`src/sv/two_class_priority_fifo_defines.svh`:
```
// Assertion macros shared by the two-class priority FIFO RTL.
`ifndef TWO_CLASS_PRIORITY_FIFO_DEFINES_SVH
`define TWO_CLASS_PRIORITY_FIFO_DEFINES_SVH

`ifndef SYNTHESIS
// Property checked on every rising clk_i edge, masked while rst_ni is low.
`define TCPF_ASSERT(lbl, prop) \
  lbl: assert property (@(posedge clk_i) disable iff (!rst_ni) prop) \
    else $error("tcpf: property violated");
// Expression that must never be true.
`define TCPF_ASSERT_NEVER(lbl, expr) \
  lbl: assert property (@(posedge clk_i) disable iff (!rst_ni) !(expr)) \
    else $error("tcpf: forbidden condition seen");
`else
`define TCPF_ASSERT(lbl, prop)
`define TCPF_ASSERT_NEVER(lbl, expr)
`endif

`endif

```
`src/sv/tcpf_pkg.sv`:
```
// Shared types and constants of the two-class priority FIFO.
package tcpf_pkg;

  localparam int unsigned AddrW    = 32;
  localparam int unsigned SizeW    = 16;
  localparam int unsigned FlowW    = 8;
  localparam int unsigned CfgIdxW  = 2;
  localparam int unsigned CfgDataW = 8;

  // Request codes
  localparam logic CmdPush = 1'b0;
  localparam logic CmdPop  = 1'b1;

  // Configuration register indexes
  localparam logic [CfgIdxW-1:0] CfgFlowLimit = 2'd0;
  localparam logic [CfgIdxW-1:0] CfgHoldHigh  = 2'd1;
  localparam logic [CfgIdxW-1:0] CfgHoldLow   = 2'd2;

  localparam logic [FlowW-1:0] FlowLimitRst = 8'd4;

  typedef struct packed {
    logic             direction;
    logic [AddrW-1:0] address;
    logic [SizeW-1:0] size;
  } desc_t;

  typedef struct packed {
    logic  cmd;
    logic  is_high;
    desc_t desc;
  } req_t;

endpackage

```
`src/sv/tcpf_if.sv`:
```
// Channel interfaces: request in, result out, configuration write.
interface tcpf_req_if;
  logic                         valid;
  logic                         ready;
  logic                         cmd;
  logic                         is_high;
  logic                         direction;
  logic [tcpf_pkg::AddrW-1:0]   address;
  logic [tcpf_pkg::SizeW-1:0]   size;

  modport source (output valid, cmd, is_high, direction, address, size, input ready);
  modport sink   (input valid, cmd, is_high, direction, address, size, output ready);
endinterface

interface tcpf_rsp_if;
  logic                         valid;
  logic                         ready;
  logic                         got_item;
  logic                         out_direction;
  logic [tcpf_pkg::AddrW-1:0]   out_address;
  logic [tcpf_pkg::SizeW-1:0]   out_size;
  logic                         high_is_full;
  logic                         low_is_full;

  modport source (output valid, got_item, out_direction, out_address, out_size,
                  high_is_full, low_is_full, input ready);
  modport sink   (input valid, got_item, out_direction, out_address, out_size,
                  high_is_full, low_is_full, output ready);
endinterface

interface tcpf_cfg_if;
  logic                           valid;
  logic                           ready;
  logic [tcpf_pkg::CfgIdxW-1:0]   index;
  logic [tcpf_pkg::CfgDataW-1:0]  data;

  modport source (output valid, index, data, input ready);
  modport sink   (input valid, index, data, output ready);
endinterface

```
`src/sv/two_class_priority_fifo.sv`:
```
// Two-class priority descriptor FIFO with a flow limit on the high class.
//
// Usage:
//   req_i  - one request per handshake: a push (cmd=0) of a descriptor into the
//            high or low class, or a pop (cmd=1) that serves high first.
//   rsp_o  - exactly one result per request: got_item, the popped descriptor
//            (zeros when nothing was returned) and both sticky full flags.
//   cfg_i  - register writes (flow_limit, hold_high, hold_low); ready is always
//            high. Write only while no request is in flight.
// Path: a request sits in the input register, its result in the result register.
//   Throughput: one request per cycle unless rsp_o stalls; the input register,
//   the pointer/flag logic plus the registered store read, and the result
//   register form a two-deep pipe, so every request finishes in a single pass.
// Reset: indices, flags and flow count clear, registers take their defaults.
//   Each store entry has a valid bit cleared by reset, so unwritten entries
//   read as zero; no clearing sweep is needed and req_i is ready at once.
// Stall: when rsp_o.ready is low the result register holds, one more request
//   is parked in the input register, then req_i.ready drops.
module two_class_priority_fifo #(
  parameter int unsigned DEPTH = 16
) (
  input  logic        clk_i,
  input  logic        rst_ni,
  tcpf_req_if.sink    req_i,
  tcpf_rsp_if.source  rsp_o,
  tcpf_cfg_if.sink    cfg_i
);
  import tcpf_pkg::*;

  `include "two_class_priority_fifo_defines.svh"

  localparam int unsigned IdxW = $clog2(DEPTH);
  localparam int unsigned OccW = IdxW + 1;
  localparam int unsigned TotW = IdxW + 2;

  typedef logic [IdxW-1:0] idx_t;

  function automatic idx_t wrap_next(input idx_t i);
    return (i == IdxW'(DEPTH - 1)) ? '0 : idx_t'(i + 1'b1);
  endfunction

  function automatic logic [OccW-1:0] occ(input idx_t wr, input idx_t rd);
    if (wr >= rd) begin
      return {1'b0, wr} - {1'b0, rd};
    end
    return {1'b0, wr} + OccW'(DEPTH) - {1'b0, rd};
  endfunction

  // ---------------------------------------------------------------------------
  // Configuration registers
  // ---------------------------------------------------------------------------
  logic [FlowW-1:0] flow_limit_q;
  logic             hold_high_q, hold_low_q;

  assign cfg_i.ready = 1'b1;

  always_ff @(posedge clk_i or negedge rst_ni) begin
    if (!rst_ni) begin
      flow_limit_q <= FlowLimitRst;
      hold_high_q  <= 1'b0;
      hold_low_q   <= 1'b0;
    end else if (cfg_i.valid) begin
      case (cfg_i.index)
        CfgFlowLimit: flow_limit_q <= cfg_i.data;
        CfgHoldHigh:  hold_high_q  <= cfg_i.data[0];
        CfgHoldLow:   hold_low_q   <= cfg_i.data[0];
        default:      ;
      endcase
    end
  end

  // ---------------------------------------------------------------------------
  // Input register
  // ---------------------------------------------------------------------------
  logic  item_vld_q;
  req_t  item_q;
  logic  out_vld_q;
  logic  a_fire;

  // The working stage moves on when the result register is free or drains.
  assign a_fire      = item_vld_q && (!out_vld_q || rsp_o.ready);
  assign req_i.ready = !item_vld_q || a_fire;

  always_ff @(posedge clk_i or negedge rst_ni) begin
    if (!rst_ni) begin
      item_vld_q <= 1'b0;
    end else if (req_i.ready) begin
      item_vld_q <= req_i.valid;
    end
  end

  always_ff @(posedge clk_i) begin
    if (req_i.valid && req_i.ready) begin
      item_q.cmd            <= req_i.cmd;
      item_q.is_high        <= req_i.is_high;
      item_q.desc.direction <= req_i.direction;
      item_q.desc.address   <= req_i.address;
      item_q.desc.size      <= req_i.size;
    end
  end

  // ---------------------------------------------------------------------------
  // Queue state
  // ---------------------------------------------------------------------------
  idx_t             hi_wr_q, hi_rd_q, lo_wr_q, lo_rd_q;
  idx_t             hi_wr_d, hi_rd_d, lo_wr_d, lo_rd_d;
  logic             hi_full_q, lo_full_q, hi_empty_q, lo_empty_q;
  logic             hi_full_d, lo_full_d, hi_empty_d, lo_empty_d;
  logic [FlowW-1:0] fc_q, fc_d;

  // Per-request decisions
  logic             hi_we, lo_we;
  idx_t             hi_slot, lo_slot;
  idx_t             hi_raddr, lo_raddr;
  logic             got_d, sel_high_d, route_high;
  logic [TotW-1:0]  total;

  assign hi_slot  = wrap_next(hi_wr_q);
  assign lo_slot  = wrap_next(lo_wr_q);
  // Address a pop would return from: current entry when held, next otherwise.
  assign hi_raddr = hold_high_q ? hi_rd_q : wrap_next(hi_rd_q);
  assign lo_raddr = hold_low_q  ? lo_rd_q : wrap_next(lo_rd_q);
  assign total    = TotW'(occ(hi_wr_q, hi_rd_q)) + TotW'(occ(lo_wr_q, lo_rd_q));

  assign route_high = !hi_empty_q && !hold_low_q
                      && ((fc_q < flow_limit_q) || hold_high_q);

  always_comb begin
    hi_wr_d    = hi_wr_q;
    hi_rd_d    = hi_rd_q;
    lo_wr_d    = lo_wr_q;
    lo_rd_d    = lo_rd_q;
    hi_full_d  = hi_full_q;
    lo_full_d  = lo_full_q;
    hi_empty_d = hi_empty_q;
    lo_empty_d = lo_empty_q;
    fc_d       = fc_q;
    hi_we      = 1'b0;
    lo_we      = 1'b0;
    got_d      = 1'b0;
    sel_high_d = 1'b0;

    if (item_q.cmd == CmdPush) begin
      if (item_q.is_high) begin
        // Slot collides with read index, or already flagged full: drop.
        if (hi_slot == hi_rd_q || hi_full_q) begin
          hi_full_d = 1'b1;
        end else begin
          hi_we   = 1'b1;
          hi_wr_d = hi_slot;
        end
        hi_empty_d = 1'b0;
      end else begin
        if (lo_slot == lo_rd_q || lo_full_q) begin
          lo_full_d = 1'b1;
        end else begin
          lo_we   = 1'b1;
          lo_wr_d = lo_slot;
        end
        lo_empty_d = 1'b0;
      end
      // Combined occupancy, taken before the push, trips both full flags.
      if ((total + 1'b1) >= TotW'(DEPTH)) begin
        hi_full_d = 1'b1;
        lo_full_d = 1'b1;
      end
    end else if (route_high) begin
      sel_high_d = 1'b1;
      if (!hold_high_q) begin
        fc_d = fc_q + 1'b1;
      end
      if (hi_rd_q == hi_wr_q && !hold_high_q) begin
        hi_empty_d = 1'b1;
      end else begin
        if (!hold_high_q) begin
          hi_rd_d   = hi_raddr;
          hi_full_d = 1'b0;
        end
        lo_full_d = 1'b0;
        got_d     = 1'b1;
      end
    end else begin
      // Low class served; the other class is not retried when this one is empty.
      fc_d = '0;
      if (lo_rd_q == lo_wr_q && !hold_low_q) begin
        lo_empty_d = 1'b1;
      end else begin
        if (!hold_low_q) begin
          lo_rd_d   = lo_raddr;
          lo_full_d = 1'b0;
        end
        hi_full_d = 1'b0;
        got_d     = 1'b1;
      end
    end
  end

  always_ff @(posedge clk_i or negedge rst_ni) begin
    if (!rst_ni) begin
      hi_wr_q    <= '0;
      hi_rd_q    <= '0;
      lo_wr_q    <= '0;
      lo_rd_q    <= '0;
      hi_full_q  <= 1'b0;
      lo_full_q  <= 1'b0;
      hi_empty_q <= 1'b0;
      lo_empty_q <= 1'b0;
      fc_q       <= '0;
    end else if (a_fire) begin
      hi_wr_q    <= hi_wr_d;
      hi_rd_q    <= hi_rd_d;
      lo_wr_q    <= lo_wr_d;
      lo_rd_q    <= lo_rd_d;
      hi_full_q  <= hi_full_d;
      lo_full_q  <= lo_full_d;
      hi_empty_q <= hi_empty_d;
      lo_empty_q <= lo_empty_d;
      fc_q       <= fc_d;
    end
  end

  // ---------------------------------------------------------------------------
  // Descriptor stores, gated by a_fire: one write and one registered read per cycle each.
  // Valid bits make never-written entries read as zero.
  // ---------------------------------------------------------------------------
  desc_t            hi_mem [DEPTH];
  desc_t            lo_mem [DEPTH];
  logic [DEPTH-1:0] hi_vld_q, lo_vld_q;
  desc_t            hi_rdata_q, lo_rdata_q;
  logic             hi_rvld_q, lo_rvld_q;

  always_ff @(posedge clk_i) begin
    if (a_fire && hi_we) begin
      hi_mem[hi_slot] <= item_q.desc;
    end
    if (a_fire && lo_we) begin
      lo_mem[lo_slot] <= item_q.desc;
    end
    if (a_fire) begin
      hi_rdata_q <= hi_mem[hi_raddr];
      lo_rdata_q <= lo_mem[lo_raddr];
      hi_rvld_q  <= hi_vld_q[hi_raddr];
      lo_rvld_q  <= lo_vld_q[lo_raddr];
    end
  end

  always_ff @(posedge clk_i or negedge rst_ni) begin
    if (!rst_ni) begin
      hi_vld_q <= '0;
      lo_vld_q <= '0;
    end else if (a_fire) begin
      if (hi_we) begin
        hi_vld_q[hi_slot] <= 1'b1;
      end
      if (lo_we) begin
        lo_vld_q[lo_slot] <= 1'b1;
      end
    end
  end

  // ---------------------------------------------------------------------------
  // Result register
  // ---------------------------------------------------------------------------
  logic  got_q, sel_high_q;
  desc_t pop_desc;

  always_ff @(posedge clk_i or negedge rst_ni) begin
    if (!rst_ni) begin
      out_vld_q  <= 1'b0;
      got_q      <= 1'b0;
      sel_high_q <= 1'b0;
    end else if (a_fire) begin
      out_vld_q  <= 1'b1;
      got_q      <= got_d;
      sel_high_q <= sel_high_d;
    end else if (rsp_o.ready) begin
      out_vld_q  <= 1'b0;
    end
  end

  always_comb begin
    pop_desc = '0;
    if (got_q) begin
      if (sel_high_q) begin
        pop_desc = hi_rvld_q ? hi_rdata_q : '0;
      end else begin
        pop_desc = lo_rvld_q ? lo_rdata_q : '0;
      end
    end
  end

  // Full flags in the state registers are the post-step values of the result.
  assign rsp_o.valid         = out_vld_q;
  assign rsp_o.got_item      = got_q;
  assign rsp_o.out_direction = pop_desc.direction;
  assign rsp_o.out_address   = pop_desc.address;
  assign rsp_o.out_size      = pop_desc.size;
  assign rsp_o.high_is_full  = hi_full_q;
  assign rsp_o.low_is_full   = lo_full_q;

  // ---------------------------------------------------------------------------
  // Assertions
  // ---------------------------------------------------------------------------
  `TCPF_ASSERT(a_got_only_on_pop, a_fire && got_d |-> item_q.cmd == CmdPop)
  `TCPF_ASSERT(a_hi_adv_clears_full,
               a_fire && sel_high_d && got_d && !hold_high_q |=> !hi_full_q)
  `TCPF_ASSERT(a_hi_empty_by_pop,
               $rose(hi_empty_q) |-> $past(a_fire && item_q.cmd == CmdPop))
  `TCPF_ASSERT_NEVER(a_idx_range,
                     hi_wr_q >= IdxW'(DEPTH - 1) && hi_wr_q != IdxW'(DEPTH - 1)
                     || lo_wr_q >= IdxW'(DEPTH - 1) && lo_wr_q != IdxW'(DEPTH - 1))

endmodule

```
`src/flat_wrapper.sv`:
```
// flat-port wrapper written by rule: the top's interface ports become plain ports
module two_class_priority_fifo_flat import tcpf_pkg::*;
#(
  parameter int unsigned DEPTH = 16
)
  (clk_i, rst_ni, req_i_valid, req_i_cmd, req_i_is_high, req_i_direction, req_i_address, req_i_size, req_i_ready, rsp_o_valid, rsp_o_got_item, rsp_o_out_direction, rsp_o_out_address, rsp_o_out_size, rsp_o_high_is_full, rsp_o_low_is_full, rsp_o_ready, cfg_i_valid, cfg_i_index, cfg_i_data, cfg_i_ready);
  tcpf_req_if req_i_i ();
  tcpf_rsp_if rsp_o_i ();
  tcpf_cfg_if cfg_i_i ();
  input  logic clk_i;
  input  logic rst_ni;
  input wire logic [$bits(req_i_i.valid)-1:0] req_i_valid;
  input wire logic [$bits(req_i_i.cmd)-1:0] req_i_cmd;
  input wire logic [$bits(req_i_i.is_high)-1:0] req_i_is_high;
  input wire logic [$bits(req_i_i.direction)-1:0] req_i_direction;
  input wire logic [$bits(req_i_i.address)-1:0] req_i_address;
  input wire logic [$bits(req_i_i.size)-1:0] req_i_size;
  output wire logic [$bits(req_i_i.ready)-1:0] req_i_ready;
  output wire logic [$bits(rsp_o_i.valid)-1:0] rsp_o_valid;
  output wire logic [$bits(rsp_o_i.got_item)-1:0] rsp_o_got_item;
  output wire logic [$bits(rsp_o_i.out_direction)-1:0] rsp_o_out_direction;
  output wire logic [$bits(rsp_o_i.out_address)-1:0] rsp_o_out_address;
  output wire logic [$bits(rsp_o_i.out_size)-1:0] rsp_o_out_size;
  output wire logic [$bits(rsp_o_i.high_is_full)-1:0] rsp_o_high_is_full;
  output wire logic [$bits(rsp_o_i.low_is_full)-1:0] rsp_o_low_is_full;
  input wire logic [$bits(rsp_o_i.ready)-1:0] rsp_o_ready;
  input wire logic [$bits(cfg_i_i.valid)-1:0] cfg_i_valid;
  input wire logic [$bits(cfg_i_i.index)-1:0] cfg_i_index;
  input wire logic [$bits(cfg_i_i.data)-1:0] cfg_i_data;
  output wire logic [$bits(cfg_i_i.ready)-1:0] cfg_i_ready;
  assign req_i_i.valid = req_i_valid;
  assign req_i_i.cmd = req_i_cmd;
  assign req_i_i.is_high = req_i_is_high;
  assign req_i_i.direction = req_i_direction;
  assign req_i_i.address = req_i_address;
  assign req_i_i.size = req_i_size;
  assign req_i_ready = req_i_i.ready;
  assign rsp_o_valid = rsp_o_i.valid;
  assign rsp_o_got_item = rsp_o_i.got_item;
  assign rsp_o_out_direction = rsp_o_i.out_direction;
  assign rsp_o_out_address = rsp_o_i.out_address;
  assign rsp_o_out_size = rsp_o_i.out_size;
  assign rsp_o_high_is_full = rsp_o_i.high_is_full;
  assign rsp_o_low_is_full = rsp_o_i.low_is_full;
  assign rsp_o_i.ready = rsp_o_ready;
  assign cfg_i_i.valid = cfg_i_valid;
  assign cfg_i_i.index = cfg_i_index;
  assign cfg_i_i.data = cfg_i_data;
  assign cfg_i_ready = cfg_i_i.ready;
  two_class_priority_fifo #(.DEPTH(DEPTH)) u_core (.clk_i(clk_i), .rst_ni(rst_ni), .req_i(req_i_i), .rsp_o(rsp_o_i), .cfg_i(cfg_i_i));
endmodule
```
`config.mk`:
```
export PLATFORM = sky130hd
export DESIGN_NAME = two_class_priority_fifo_flat
export DESIGN_NICKNAME = d
export VERILOG_FILES = /design/src/sv/tcpf_pkg.sv /design/src/sv/tcpf_if.sv /design/src/sv/two_class_priority_fifo.sv /design/src/flat_wrapper.sv
export VERILOG_INCLUDE_DIRS = /design/src /design/src/sv
export SDC_FILE = /design/constraint.sdc
export NUM_CORES = 2
export LEC_CHECK = 0
export ABC_AREA = 1
export BUFFER_PORTS_ARGS = -buffer_cell sky130_fd_sc_hd__buf_2
export CORE_UTILIZATION = 35
export CTS_BUF_LIST = sky130_fd_sc_hd__clkbuf_4
export DETAILED_ROUTE_END_ITERATION = 10
export PLACE_DENSITY_LB_ADDON = 0.05
export SETUP_SLACK_MARGIN = 0.02
export SYNTH_ARGS = -nofsm -noshare
export SYNTH_HDL_FRONTEND = slang
export SYNTH_SLANG_ARGS = --single-unit
```
`constraint.sdc`:
```
create_clock -name clk_i -period 6.8 [get_ports clk_i]
set_clock_uncertainty 0.15 [all_clocks]
set_input_delay 1.36 -clock clk_i [delete_from_list [all_inputs] [get_ports clk_i]]
set_output_delay 1.36 -clock clk_i [all_outputs]
set_load 0.01 [all_outputs]
```
==> flow_summary.ini <==
[status]
status = finished, final reports clean

[timing]
fin_crit_ns = 5.262
worst_pin_slew_ns = 1.350
drv_slew = 0
fin_crit_sh = 0.7739
max_freq_mhz = 190.0
rsz0062_at_grt = no
hold_viol = 0
relSlewSlack = 0.09783
layout_setup_ws_ns = 1.538
setup_viol = 0

[global_routing]
antenna_found_initial = 12
grt_max_degree = 185
grt_first_pass_wirelength_um = 324600
grtUsageTotal = 0.2185
grt_pass1_vias = 45910
overflow = 0

[setup_path]
crit_type = reg -> out
slowest_stage = dfrtp_4
worstPathCellList = clkinv_2, buf_4, nand3_1, a21oi_1, buf_2
crit_buf_inv = 3
critPathMaxStageDelay_ns = 0.83
critPathMaxFanout = 29
start_kind = register
critPathCaptureType = output pin
cp_top_family = buffers and inverters
crit_required_ns = 5.29
critPathArrivalTime_ns = 3.75

[synth]
seq_area_frac_synth = 0.7483
synth_cells = 5480
syn_area_per_cell_um2 = 13.03
ys_warn_count = 0
netlist-cell-type-count = 39
synth_ff_type = edfxtp_1
synth.cell_area_um2 = 71420
synth_fp_nets = 5578
synthArstFlopShare = 0.04074
synth_edf_count = 1719
ys_ff_latch = 1792

[drt]
drt_wl_total_um = 227000
wl_per_cell_um = 25.23
drtIter0Drc = 3783
post-route-drc-count = 0
routed_via_density = 5.134
drt-pass1-iter-count = 5
via_count = 46190
ant_nets = 0

[floorplanning]
row_count = 165
dieArea_um2 = 205900
core_um2 = 202500
dieWidth_um = 453.7
initial_utilization = 0.3527
io_pins = 121
die-height_um = 453.7

[cts]
post_cts_resized = 0
cts_setup_buffers = 0
numCtsBuffers = 533
cts_max_path_buffers = 4
tritoncts = done
cts_max_level = 6
numClockSinks = 1792
clk_latency_ns = 1.35
cts_root_buf = clkbuf_4
clk_pin_slew_ns = 0.06

[hold_path]
min_path_type = in -> reg

[power_and_ir_drop]
p_leak_uw = 0.02821
peakVddDrop_mv = 0.2844
power_density_nw_per_um2 = 413.3

[cells_and_area]
multi_input_area_um2 = 15580
areaGrowthSynthToFinish_pct = 15.41
seq_area_um2 = 53450
fillerInstances = 19360
layout_commonest_cell = edfxtp_1
mostFrequentLayoutCells = 1,719 x edfxtp_1, 937 x nor2_1, 790 x clkbuf_4, 775 x o21ai_0, 366 x o211ai_1
final_nets = 6066
utilization = 0.4070
final_layout_size_suffix_gt1_frac = 0.1833

[place]
dp_slack_ns = 1.726
dpl.hpwl_um = 123000
portBuffers = 119
place_congestion = 0.7595

[job]
cap_violations = 0
timing repair:
action / in CTS / in global routing
setup endpoints to repair: 0 / 0
hold endpoints to repair: 51 / 0
hold buffers: 47 / 0
worst reg2reg max path, stage by stage, from the launching register on:
cell     delay (ns)
dfrtp_1        0.51
ha_1           0.31
nand2_1        0.18
nand3_1        0.15
nand2_1        0.13
nand2_1        0.10
nand2_1        0.05
nand2_1        0.11
nand3_1        0.58
inv_1          0.30
nand2_1        0.34
nor2_4         1.11
buf_12         0.31
metrics by stage:
step	hold slack [ns]	cell area (um^2)	std cells	total power (uW)	setup TNS [ns]
after floorplan	0.2774	71440	5480	20290	-111.14
after global placement	0.2947	75370	8058	24220	0
after detailed placement	0.2961	75370	8058	24190	0
after CTS	0.009866	82390	8984	34690	0
after global routing	0.007507	82410	8992	36270	0
final	0.1958	82430	8997	34070	0
area by class of cell:
type	instances	area share
flip-flops and latches	1792	0.6485
multi-input cells	3081	0.1891
clock buffers	790	0.07195
well taps	2672	0.04056
repair buffers	313	0.03030
inverters	247	0.01167
clock inverters	89	0.007575
diodes	13	0.0003947
sequential cells by signal, summed over array words and instances (netlist names), 4 cells and up:
register,cells
u_core.lo_mem,784
u_core.hi_wr_q,4
u_core.lo_vld_q,16
u_core.item_q,51
u_core.lo_rdata_q,49
u_core.lo_rd_q,4
u_core.hi_rdata_q,49
u_core.hi_mem,784
u_core.hi_vld_q,16
u_core.hi_rd_q,4
u_core.fc_q,8
u_core.flow_limit_q,8
u_core.lo_wr_q,4
cells by family after synthesis:
| family | Yosys count | synth area share |
|---|---|---|
| buffers and inverters | 607 | 0.03794 |
| DFF | 1792 | 0.7483 |
| xor gates and xnor gates | 8 | 0.0009811 |
| adders and majority gates | 32 | 0.005816 |
| other | 1 | 0.00005250 |
| and+or+nand+nor | 1410 | 0.07922 |
| AOI/OAI and AO/OA | 1630 | 0.1277 |
metal layers:
metal  part of all wire  wire length [um]  global-route usage  vias to the layer above
met5                  0                 0                   0                        -
met4              0.020              4632             0.06197                        0
met3              0.055             12430             0.04493                      342
met1               0.45            102400              0.2979                    23110
met2               0.47            107500              0.3517                     1317
li1                   -                 -                   -                    21420
final timing paths:
kind / from / end / slack, ns / depth (start not counted)
min in group asynchronous: rst_ni / u_core.sel_high_q / 0.63 / 2
hold / removal: cfg_i_data[1] / u_core.flow_limit_q[1] / 0.20 / 3
setup / recovery: u_core.sel_high_q / rsp_o_out_address[19] / 1.54 / 5
setup reg to reg: u_core.hi_wr_q[1] / u_core.hi_mem[7][28] / 2.14 / 12
hold reg to reg: u_core.lo_vld_q[3] / u_core.lo_vld_q[3] / 0.31 / 2
max in group asynchronous: rst_ni / u_core.sel_high_q / 5.06 / 2
synth_stat cells, types with 2 or more instances:
library cell	n	share of area
or2_2	12	0.0011
xor2_1	5	0.00061
nand2_2	5	0.00044
and3_1	2	0.00018
o211ai_1	366	0.038
dfrtp_1	72	0.025
edfxtp_1	1719	0.72
clkbuf_2	13	0.00091
ha_1	30	0.0053
inv_1	236	0.012
nand4_1	13	0.0011
nand3_1	190	0.013
o21bai_1	2	0.00021
inv_2	9	0.00047
inv_4	2	0.00018
buf_2	136	0.0095
nor3_1	9	0.00063
nand2_1	203	0.011
buf_1	10	0.00053
buf_4	36	0.0038
fa_1	2	0.00056
o21ai_1	258	0.018
nand3_2	3	0.00042
nor2_1	966	0.051
xnor2_1	3	0.00037
a21oi_1	222	0.016
nor2_2	2	0.00018
buf_6	14	0.0022
or2_1	5	0.00044
o21ai_0	775	0.054
clkbuf_1	151	0.0079
o21ai_2	2	0.00025
power breakdown:
part           internal, uW  total (uW)  switching, uW
clock                  5640       10300           4650
combinational          2950       10400           7490
sequential            12900       13300            464
total                 21500       34100          12600
No activity file was read; power rests on OpenSTA's default activity.
